### src/design/vector3_normalize_macros.svh
// Assertion macros for the vector3_normalize block.
`ifndef VECTOR3_NORMALIZE_MACROS_SVH
`define VECTOR3_NORMALIZE_MACROS_SVH
`ifndef SYNTH
// same-cycle implication under reset
`define VN_ASSERT_IMP(lbl, clk, rst_n, ante, cons) \
    lbl: assert property (@(posedge clk) disable iff (!rst_n) (ante) |-> (cons)) \
        else $error("vector3_normalize assertion failed");
// next-cycle implication under reset
`define VN_ASSERT_NXT(lbl, clk, rst_n, ante, cons) \
    lbl: assert property (@(posedge clk) disable iff (!rst_n) (ante) |=> (cons)) \
        else $error("vector3_normalize assertion failed");
`else
`define VN_ASSERT_IMP(lbl, clk, rst_n, ante, cons)
`define VN_ASSERT_NXT(lbl, clk, rst_n, ante, cons)
`endif
`endif

### src/design/vn_pkg.sv
// Shared types and constants for the vector normalizer.
`timescale 1ns / 1ps
package vn_pkg;

    localparam int IN_WIDTH      = 16;
    localparam int OUT_FRAC_BITS = 14;
    localparam int UNIT_W        = 16;
    localparam int LEN_W         = 16;

    localparam int ROOT_W     = IN_WIDTH;
    localparam int SQ_W       = 2 * IN_WIDTH;
    localparam int SUM_W      = 2 * IN_WIDTH;
    localparam int QW         = OUT_FRAC_BITS + 1;
    localparam int ROOT_CNT_W = $clog2(ROOT_W);
    localparam int DIV_CNT_W  = $clog2(QW);

    localparam logic [UNIT_W-1:0] UNIT_ONE = UNIT_W'(64'd1 << OUT_FRAC_BITS);

    typedef struct packed {
        logic signed [IN_WIDTH-1:0] vec_x;
        logic signed [IN_WIDTH-1:0] vec_y;
        logic signed [IN_WIDTH-1:0] vec_z;
    } t_vec_in;

    typedef struct packed {
        logic signed [UNIT_W-1:0] unit_x;
        logic signed [UNIT_W-1:0] unit_y;
        logic signed [UNIT_W-1:0] unit_z;
        logic        [LEN_W-1:0]  length;
        logic                     was_zero;
    } t_vec_out;

    typedef struct packed {
        logic load;
        logic div_start;
    } t_lane_ctl;

    typedef enum logic [2:0] {
        S_IDLE,
        S_SQUARE,
        S_ROOT_GO,
        S_ROOT,
        S_DIV_GO,
        S_DIV,
        S_OUT
    } t_state;

endpackage

### src/design/vn_lane.sv
// One component lane: magnitude, square, and restoring divide by the length.
`timescale 1ns / 1ps
module vn_lane (
    input  logic                                i_clk,
    input  logic                                i_rst_n,
    input  vn_pkg::t_lane_ctl                   i_ctl,
    input  logic signed [vn_pkg::IN_WIDTH-1:0]  i_comp,
    input  logic        [vn_pkg::ROOT_W-1:0]    i_len,
    output logic        [vn_pkg::SQ_W-1:0]      o_sq,
    output logic                                o_busy,
    output logic signed [vn_pkg::UNIT_W-1:0]    o_unit
);

    localparam int W     = vn_pkg::IN_WIDTH;
    localparam int RW    = vn_pkg::ROOT_W;
    localparam int QW    = vn_pkg::QW;
    localparam int FB    = vn_pkg::OUT_FRAC_BITS;
    localparam int CW    = vn_pkg::DIV_CNT_W;
    localparam int SQ_W  = vn_pkg::SQ_W;

    logic                 r_neg;
    logic [W-1:0]         r_mag;
    logic [SQ_W-1:0]      r_sq;
    logic [RW-1:0]        r_rem;
    logic [QW-1:0]        r_dq;
    logic [CW-1:0]        r_cnt;
    logic                 r_busy;

    logic [W-1:0]         mag_in;
    logic [RW:0]          rem_sh;
    logic [RW:0]          rem_sub;
    logic                 ge;
    logic signed [QW:0]   q_ext;
    logic signed [QW:0]   q_sgn;

    assign mag_in  = i_comp[W-1] ? W'(-i_comp) : W'(i_comp);
    assign rem_sh  = {r_rem, r_dq[QW-1]};
    assign ge      = rem_sh >= {1'b0, i_len};
    assign rem_sub = rem_sh - {1'b0, i_len};

    always_ff @(posedge i_clk) begin
        if (i_ctl.load) begin
            r_neg <= i_comp[W-1];
            r_mag <= mag_in;
        end
        r_sq <= SQ_W'(r_mag) * SQ_W'(r_mag);
        if (i_ctl.div_start) begin
            r_rem <= RW'(r_mag >> 1);
            r_dq  <= {r_mag[0], {FB{1'b0}}};
        end else if (r_busy) begin
            r_rem <= ge ? rem_sub[RW-1:0] : rem_sh[RW-1:0];
            r_dq  <= {r_dq[QW-2:0], ge};
        end
    end

    always_ff @(posedge i_clk) begin
        if (!i_rst_n) begin
            r_busy <= 1'b0;
            r_cnt  <= '0;
        end else if (i_ctl.div_start) begin
            r_busy <= 1'b1;
            r_cnt  <= '0;
        end else if (r_busy) begin
            r_cnt <= r_cnt + 1'b1;
            if (r_cnt == CW'(QW - 1)) begin
                r_busy <= 1'b0;
            end
        end
    end

    assign q_ext  = $signed({1'b0, r_dq});
    assign q_sgn  = r_neg ? -q_ext : q_ext;
    assign o_unit = vn_pkg::UNIT_W'(q_sgn);
    assign o_sq   = r_sq;
    assign o_busy = r_busy;

endmodule

### src/design/vn_sqrt.sv
// Merge stage: sums the lane squares and takes the integer square root, two bits a step.
`timescale 1ns / 1ps
module vn_sqrt (
    input  logic                         i_clk,
    input  logic                         i_rst_n,
    input  logic                         i_start,
    input  logic [vn_pkg::SQ_W-1:0]      i_sq_x,
    input  logic [vn_pkg::SQ_W-1:0]      i_sq_y,
    input  logic [vn_pkg::SQ_W-1:0]      i_sq_z,
    output logic                         o_busy,
    output logic [vn_pkg::ROOT_W-1:0]    o_root
);

    localparam int RW    = vn_pkg::ROOT_W;
    localparam int SW    = vn_pkg::SUM_W;
    localparam int CW    = vn_pkg::ROOT_CNT_W;
    localparam int REM_W = RW + 1;
    localparam int SH_W  = RW + 3;

    logic [SW-1:0]    r_rad;
    logic [REM_W-1:0] r_rem;
    logic [RW-1:0]    r_root;
    logic [CW-1:0]    r_cnt;
    logic             r_busy;

    logic [SH_W-1:0]  rem_sh;
    logic [SH_W-1:0]  trial;
    logic [SH_W-1:0]  rem_sub;
    logic             ge;

    assign rem_sh  = {r_rem, r_rad[SW-1 -: 2]};
    assign trial   = {1'b0, r_root, 2'b01};
    assign ge      = rem_sh >= trial;
    assign rem_sub = rem_sh - trial;

    always_ff @(posedge i_clk) begin
        if (i_start) begin
            r_rad  <= SW'(i_sq_x) + SW'(i_sq_y) + SW'(i_sq_z);
            r_rem  <= '0;
            r_root <= '0;
        end else if (r_busy) begin
            r_rad  <= r_rad << 2;
            r_rem  <= ge ? REM_W'(rem_sub) : REM_W'(rem_sh);
            r_root <= {r_root[RW-2:0], ge};
        end
    end

    always_ff @(posedge i_clk) begin
        if (!i_rst_n) begin
            r_busy <= 1'b0;
            r_cnt  <= '0;
        end else if (i_start) begin
            r_busy <= 1'b1;
            r_cnt  <= '0;
        end else if (r_busy) begin
            r_cnt <= r_cnt + 1'b1;
            if (r_cnt == CW'(RW - 1)) begin
                r_busy <= 1'b0;
            end
        end
    end

    assign o_busy = r_busy;
    assign o_root = r_root;

endmodule

### src/design/vector3_normalize.sv
// Top level of the 3D vector normalizer: sequencer, three lanes, root unit, output register.
//
//   channel | direction | valid       | stall        | item
//   in      | input     | i_in_valid  | o_in_stall   | i_in  (vec_x, vec_y, vec_z)
//   out     | output    | o_out_valid | i_out_stall  | o_out (unit_x/y/z, length, was_zero)
//
// Each item passes a square state, 16 root steps in vn_sqrt, then 15 divide steps
// run in all three lanes at once (skipped for a zero vector), plus sequencing.
// One item is in work at a time; a finished item waits in the output register
// while the next one is taken. Reset is synchronous, active low, and empties
// the sequencer and the output register. A stalled output holds the next item
// in the result state until the register frees.
`timescale 1ns / 1ps
`include "vector3_normalize_macros.svh"
module vector3_normalize (
    input  logic              i_clk,
    input  logic              i_rst_n,
    input  logic              i_in_valid,
    output logic              o_in_stall,
    input  vn_pkg::t_vec_in   i_in,
    output logic              o_out_valid,
    input  logic              i_out_stall,
    output vn_pkg::t_vec_out  o_out
);

    vn_pkg::t_state    r_state;
    vn_pkg::t_state    n_state;
    vn_pkg::t_lane_ctl lane_ctl;
    logic              sqrt_start;
    logic              out_load;

    logic              r_zero;
    logic              r_out_valid;
    vn_pkg::t_vec_out  r_out;
    vn_pkg::t_vec_out  result;

    logic [vn_pkg::SQ_W-1:0]          sq_x, sq_y, sq_z;
    logic                             busy_x, busy_y, busy_z;
    logic signed [vn_pkg::UNIT_W-1:0] unit_x, unit_y, unit_z;
    logic                             sqrt_busy;
    logic [vn_pkg::ROOT_W-1:0]        root;
    logic                             lanes_busy;

    vn_lane u_lane_x (
        .i_clk(i_clk), .i_rst_n(i_rst_n), .i_ctl(lane_ctl), .i_comp(i_in.vec_x),
        .i_len(root), .o_sq(sq_x), .o_busy(busy_x), .o_unit(unit_x)
    );
    vn_lane u_lane_y (
        .i_clk(i_clk), .i_rst_n(i_rst_n), .i_ctl(lane_ctl), .i_comp(i_in.vec_y),
        .i_len(root), .o_sq(sq_y), .o_busy(busy_y), .o_unit(unit_y)
    );
    vn_lane u_lane_z (
        .i_clk(i_clk), .i_rst_n(i_rst_n), .i_ctl(lane_ctl), .i_comp(i_in.vec_z),
        .i_len(root), .o_sq(sq_z), .o_busy(busy_z), .o_unit(unit_z)
    );

    vn_sqrt u_sqrt (
        .i_clk(i_clk), .i_rst_n(i_rst_n), .i_start(sqrt_start),
        .i_sq_x(sq_x), .i_sq_y(sq_y), .i_sq_z(sq_z),
        .o_busy(sqrt_busy), .o_root(root)
    );

    assign lanes_busy = busy_x | busy_y | busy_z;

    always_ff @(posedge i_clk) begin
        if (!i_rst_n) begin
            r_state <= vn_pkg::S_IDLE;
        end else begin
            r_state <= n_state;
        end
    end

    always_comb begin
        n_state    = r_state;
        lane_ctl   = '0;
        sqrt_start = 1'b0;
        out_load   = 1'b0;
        unique case (r_state)
            vn_pkg::S_IDLE: begin
                if (i_in_valid) begin
                    lane_ctl.load = 1'b1;
                    n_state       = vn_pkg::S_SQUARE;
                end
            end
            vn_pkg::S_SQUARE: begin
                n_state = vn_pkg::S_ROOT_GO;
            end
            vn_pkg::S_ROOT_GO: begin
                sqrt_start = 1'b1;
                n_state    = vn_pkg::S_ROOT;
            end
            vn_pkg::S_ROOT: begin
                if (!sqrt_busy) begin
                    n_state = r_zero ? vn_pkg::S_OUT : vn_pkg::S_DIV_GO;
                end
            end
            vn_pkg::S_DIV_GO: begin
                lane_ctl.div_start = 1'b1;
                n_state            = vn_pkg::S_DIV;
            end
            vn_pkg::S_DIV: begin
                if (!lanes_busy) begin
                    n_state = vn_pkg::S_OUT;
                end
            end
            vn_pkg::S_OUT: begin
                if (!r_out_valid || !i_out_stall) begin
                    out_load = 1'b1;
                    n_state  = vn_pkg::S_IDLE;
                end
            end
            default: begin
                n_state = vn_pkg::S_IDLE;
            end
        endcase
    end

    always_comb begin
        if (r_zero) begin
            result.unit_x   = '0;
            result.unit_y   = '0;
            result.unit_z   = vn_pkg::UNIT_ONE;
            result.length   = '0;
            result.was_zero = 1'b1;
        end else begin
            result.unit_x   = unit_x;
            result.unit_y   = unit_y;
            result.unit_z   = unit_z;
            result.length   = vn_pkg::LEN_W'(root);
            result.was_zero = 1'b0;
        end
    end

    always_ff @(posedge i_clk) begin
        if (lane_ctl.load) begin
            r_zero <= (i_in == '0);
        end
        if (out_load) begin
            r_out <= result;
        end
    end

    always_ff @(posedge i_clk) begin
        if (!i_rst_n) begin
            r_out_valid <= 1'b0;
        end else if (out_load) begin
            r_out_valid <= 1'b1;
        end else if (!i_out_stall) begin
            r_out_valid <= 1'b0;
        end
    end

    assign o_in_stall  = (r_state != vn_pkg::S_IDLE);
    assign o_out_valid = r_out_valid;
    assign o_out       = r_out;

    `VN_ASSERT_IMP(a_len_nonzero, i_clk, i_rst_n, o_out_valid && !o_out.was_zero, o_out.length != '0)
    `VN_ASSERT_IMP(a_root_in_state, i_clk, i_rst_n, sqrt_busy, r_state == vn_pkg::S_ROOT)
    `VN_ASSERT_IMP(a_div_in_state, i_clk, i_rst_n, lanes_busy, r_state == vn_pkg::S_DIV)
    `VN_ASSERT_NXT(a_div_all_lanes, i_clk, i_rst_n, r_state == vn_pkg::S_DIV_GO, busy_x && busy_y && busy_z)

endmodule
### config.mk
export PLATFORM = sky130hd
export DESIGN_NAME = vector3_normalize
export DESIGN_NICKNAME = d
export VERILOG_FILES = /design/src/design/vn_pkg.sv /design/src/design/vn_lane.sv /design/src/design/vn_sqrt.sv /design/src/design/vector3_normalize.sv
export VERILOG_INCLUDE_DIRS = /design/src /design/src/design
export SDC_FILE = /design/constraint.sdc
export NUM_CORES = 2
export LEC_CHECK = 0
export BUFFER_PORTS_ARGS = -buffer_cell sky130_fd_sc_hd__buf_2
export CAP_MARGIN = 20
export CELL_PAD_IN_SITES_DETAIL_PLACEMENT = 0
export CELL_PAD_IN_SITES_GLOBAL_PLACEMENT = 1
export CORE_ASPECT_RATIO = 0.8
export CORE_MARGIN = 2
export CORE_UTILIZATION = 45
export DETAILED_ROUTE_END_ITERATION = 8
export PLACE_DENSITY = 0.76
export SLEW_MARGIN = 20
export SYNTH_ARGS = -nofsm -noshare
export SYNTH_HDL_FRONTEND = slang
export SYNTH_SLANG_ARGS = --single-unit
### constraint.sdc
create_clock -name i_clk -period 16 [get_ports i_clk]
set_input_delay 1.6 -clock i_clk [delete_from_list [all_inputs] [get_ports i_clk]]
set_output_delay 1.6 -clock i_clk [all_outputs]
set_load 0.005 [all_outputs]
# Word level (Yosys, flattened, before mapping)
# Index checks and enable logic that the tools add are counted.
# totals
elab_cells	157
regBits	395
out_inout_bits	67
# classes
bitwise_logic	6
add_sub_neg	16
reduce_logical	16
mux	51
eq_ne	15
mul	3
magnitude_cmp	4
# ops
cell	n
$mux 15	18
$mul 16x16->32	3
$add 32x32->32	2
$mux 32	2
$ge 17x16->1	3
$logic_not 48->1	1
$mux 16	3
$neg 15->16	3
$neg 16->16	3
$sub 16x16->16	3
$mux 1	21
$pmux 3 s7	1
$ge 19x18->1	1
$mux 17	1
$sub 17x17->17	1
$add 4x1->4 const B	4
$eq 4x4->1 const B	4
$mux 3	4
$reduce_or 2->1	5
$eq 3x3->1 const B	3
$ne 2x2->1 const B	4
$reduce_bool 2->1	4
$eq 3x2->1 const B	2
$not 1->1	4
other kinds (9)	11

# Depth between registers and ports, before layout
# depth
word_depth	5
depth_mapped	26
mapped_depth_nobuf	24

# Hierarchy
# Synthesis repeated with hierarchy kept, for this count alone.
# hier_totals
cells_unflattened	4695
hier_area_um2	43711.9
# by_module_without_submodules
module	cells_per_inst	n_inst	area_each_um2
vn_lane at u_lane_y	1329	1	11890.2
vn_lane at u_lane_x	1286	1	11568.6
vn_lane at u_lane_z	1285	1	11511.0
vn_sqrt	612	1	5977.0
vector3_normalize	183	1	2765.2

# Worst setup path after synthesis
# No wires, ideal clock.
# synth_path
path_kind	flip-flop to flip-flop
startpoint	register u_lane_x.r_mag[1]
endpoint	register u_lane_x.r_sq[31] (netlist: u_lane_x.o_sq[31])
arrival_ns	5.892
setup_slack_ns	9.985
path_buffers	2
period_less_slack_ns	6.015
path_stages_with_launch	26
setup_time_ns	0.122
cell_sequence	edfxtp_1 clkbuf_1 clkbuf_1 and2_1 fa_1 inv_1 fa_1 inv_1 fa_1 inv_1 fa_1 inv_1 fa_1 inv_1 fa_1 inv_1 ha_1 nand3_1 nor3_1 o311ai_1 o211ai_1 o31a_1 a41o_1 o21ai_0 o211ai_1 o21ai_1
# synth_via
elab_chain_len	1
# synth_rtl
element	line	source
from (decl)	vn_lane.sv:22	logic [W-1:0] r_mag;
from (signal assigned)	vn_lane.sv:44	r_mag <= mag_in;
$mul 16x16->32	vn_lane.sv:46	r_sq <= SQ_W'(r_mag) * SQ_W'(r_mag);
to (signal assigned)	vn_lane.sv:46	
to (decl)	vn_lane.sv:23	logic [SQ_W-1:0] r_sq;
# No other way between the ends.
# A chain may end at the register's enable or synchronous reset.

# Worst setup path in the final report
# layout_path
startpoint	register u_lane_y.r_mag[12]
endpoint	register u_lane_y.r_sq[31] (netlist: u_lane_y.o_sq[31])
# layout_via
elab_chain_len	1
# layout_rtl
element	line
from (decl)	vn_lane.sv:22
from (signal assigned)	vn_lane.sv:44
$mul 16x16->32	vn_lane.sv:46
to (signal assigned)	vn_lane.sv:46
to (decl)	vn_lane.sv:23
# No other way between the ends.

==> summary.txt <==
Synth
  – Ys async rst share: 0%
  – Synth Warn #: 0
  – Main synth FF type: edfxtp_1
  – Syn Area/Cell: about 9.5 um^2
  – Sequential-to-total area share from yosys stat: about a quarter
  – Number of synthesized register bits: 392
  – Syn Inst Count: approximately 4400
  – Cell Area, Synth: between 40000 and 50000 um^2
  – Number of flops mapped to enable cells by yosys: 197
  – Unique masters post-synth: 83
  – Synth top area share: 25.1%
  – Area leader, netlist: fa_1
  – Top cells by area, synth: fa_1, edfxtp_1, ha_1, dfxtp_1, inv_1

Worst hold path
  – Hold Crit Class: reg -> reg
  – Hold-critical path depth: 2

Timing
  – Final hold violations: 0
  – Hold_ws: roughly 0.48 ns
  – TNS Setup: 0 ns
  – Endpoints failing setup: 0
  – Max Clock Freq: 145 MHz
  – Relative slew slack: between 30 and 40%
  – Clock Skews: 0.0409 ns
  – RSZ-0062 raised after global routing: no
  – Tcrit/Tclk final: 43.1%
  – Min Tclk post-route: approximately 6.9 ns
  – Worst-Margin Slew: 0.965 ns
  – Final Max Tran Viols: 0

Worst setup path
  – Crit path kind: reg -> reg
  – Worst Path Max Fanout: 13
  – Crit. End Element: flip-flop
  – Worst Setup Start Kind: flip-flop
  – Worst EP required: 16.47 ns
  – R2R depth: 21
  – Crit path DAT: 7.36 ns

Routing
  – Wirelength, routed: 98700 um
  – ANT nets after route: 0
  – Detailed-route via count: 29038
  – DRC Markers: 0
  – Total iterations of the first detailed-routing run: 5
  – Wire per inst: 17.4 um
  – 1st-iter DRT viols: 1807
  – Vias per inst: 5.12

Flow run
  – Max capacitance violation total: 0

Floorplanning
  – Cell Rows: 99
  – CORE AREA: just over 90000 um^2
  – Starting Density: 45.5%
  – Die area: 94800 um^2
  – Ports: 119
  – Die X: 344 um
  – Die Y: 276 um

Clock tree
  – Number of CTS-inserted buffers: 45
  – CTS tree: done
  – Clock-pin slew on the worst setup and hold paths: 0.06 ns
  – H-tree depth: 2
  – Root buffer cell: clkbuf_16
  – Clock Latency Late Sink: roughly 0.62 ns
  – # clock sinks: just under 400
  – Post_cts resized: 0
  – Bufs on Longest Clock Path: 3
  – Number of post-CTS setup repair buffers: 0
  – Hold Buf Count CTS: 0

Global route
  – Total global routing overflow: 0
  – Global routing's busiest layer: met2
  – Global-route wire length before repair: 160000 um
  – Met3 Usage GRT: slightly above 4%
  – Met1 GRT Util: a little under a third
  – M2 GR Usage: between 30% and 40%
  – Vias in the first global route: 28923
  – Initial antenna violation count: 3
  – Largest net degree at the start of global routing: 75
  – Total Routing Usage GR: 21.4%

Finish
  – Nets: 5398
  – Layout cell share with drive strength beyond 1: 6.02%
  – Area grow syn2layout: 7.91%

Placement
  – PortBufs: 118
  – Gpl congestion: 0.899
  – DP Wirelength: 78700 um

Status
  – Outcome: finished, final reports clean
## sequential cells by signal, indices dropped and copies added (netlist names), 16 cells and up
| name | cells |
|---|---|
| o_out | 65 |
| u_lane_x.o_sq | 31 |
| u_lane_x.r_mag | 16 |
| u_lane_x.r_rem | 16 |
| u_lane_y.o_sq | 31 |
| u_lane_y.r_mag | 16 |
| u_lane_y.r_rem | 16 |
| u_lane_z.o_sq | 31 |
| u_lane_z.r_mag | 16 |
| u_lane_z.r_rem | 16 |
| u_sqrt.o_root | 16 |
| u_sqrt.r_rad | 32 |
| u_sqrt.r_rem | 17 |
## critical path, cell delays in order (launching register included)
cell and delay (ns):
edfxtp_1 0.79, inv_1 0.36, nor2_1 0.31, ha_1 0.30
xor2_1 0.18, fa_1 0.54, inv_1 0.05, fa_1 0.48
fa_1 0.50, fa_1 0.49, inv_1 0.05, fa_1 0.47
inv_1 0.04, ha_1 0.33, nand4_1 0.18, a211oi_1 0.27
a21oi_1 0.16, a21oi_2 0.25, a41oi_2 0.21, o31ai_1 0.49
a221oi_1 0.17, xnor2_1 0.15
## through the flow
| step | utilization [%] | setup WS (ns) | instance area [um^2] | instances |
|---|---|---|---|---|
| finish | 49.1 | 9.11 | 44800 | 5666 |
| detailed placement | 47.4 | 9.16 | 43300 | 5581 |
| floorplan | - | 9.99 | 41600 | 4371 |
| CTS | 49.1 | 9.15 | 44800 | 5665 |
| global route | 49.1 | 8.71 | 44800 | 5665 |
| global placement | 47.4 | 9.30 | 43300 | 5581 |
## metal layers
metal | routed length, um | part of all wire [%]
met4 | 1880 | 1.9
met2 | 42700 | 43
met5 | 13 | 0.013
met1 | 48100 | 49
met3 | 6020 | 6.1
## worst paths after layout
path,startpoint,end,slack [ns]
min,u_sqrt.r_rem[15]$_SDFFE_PP0P_,u_sqrt.r_rem[15]$_SDFFE_PP0P_,0.48
max reg2reg,u_lane_y.r_mag[12]$_DFFE_PP_,u_lane_y.o_sq[31]$_DFF_P_,9.11
max,u_lane_y.r_mag[12]$_DFFE_PP_,u_lane_y.o_sq[31]$_DFF_P_,9.11
min reg2reg,u_sqrt.r_rem[15]$_SDFFE_PP0P_,u_sqrt.r_rem[15]$_SDFFE_PP0P_,0.48
## synth_stat cells, drive strengths merged, types with 19 or more instances
library cell	count
a211oi	29
a21o	74
a21oi	194
and2	116
and3	19
clkbuf	124
dfxtp	195
edfxtp	197
fa	521
ha	409
inv	792
mux2i	84
nand2	378
nand2b	31
nand3	51
nand4	21
nor2	318
nor2b	41
nor3	27
o21a	41
o21ai	169
o21bai	20
o31ai	22
o41ai	19
xnor2	164
xor2	99
## area by class of cell
type	instances	area [um^2]
Inverter	793	2980
Timing Repair Buffer	139	748
Antenna cell	1	2.50
Tap cell	1212	1520
Clock buffer	64	1300
Multi-Input combinational cell	3045	28200
Sequential cell	392	9820
Fill cell	8524	46500
Clock inverter	20	231
## logic make-up (layout without fill, tap and decap cells)
group	Yosys count	count (layout)	share of synthesized area, %
mux	89	89	2.16
other cells	1	4	0.00903
compound gates	683	683	10.8
xor+xnor	263	263	5.54
flops	392	392	23.6
simple gates	1077	1077	11.9
buf+inv	934	1016	8.50
fa+ha+maj	930	930	37.4
## layout by cell type (no fill, tap or decap), types with 17 or more instances in the layout
master       n
o21bai_1    20
buf_2      118
o21a_1      41
and2_1     116
dfxtp_1    194
buf_4       21
nand4_1     21
o41ai_1     17
xor2_1      99
and3_1      19
inv_1      792
a21o_1      74
nor2b_1     41
xnor2_1    164
edfxtp_1   197
nand2b_1    31
o21ai_0    143
nand2_1    377
fa_1       521
o21ai_1     23
a211oi_1    27
mux2i_1     84
or3_1       18
clkbuf_16   47
o31ai_1     21
ha_1       409
nor2_1     317
nand3_1     51
a21oi_1    188
a31oi_1     17
nor3_1      27
Power is left out: the tool's default activity adds up to more than one toggle a clock period on the data nets, which glitch-free logic cannot reach.
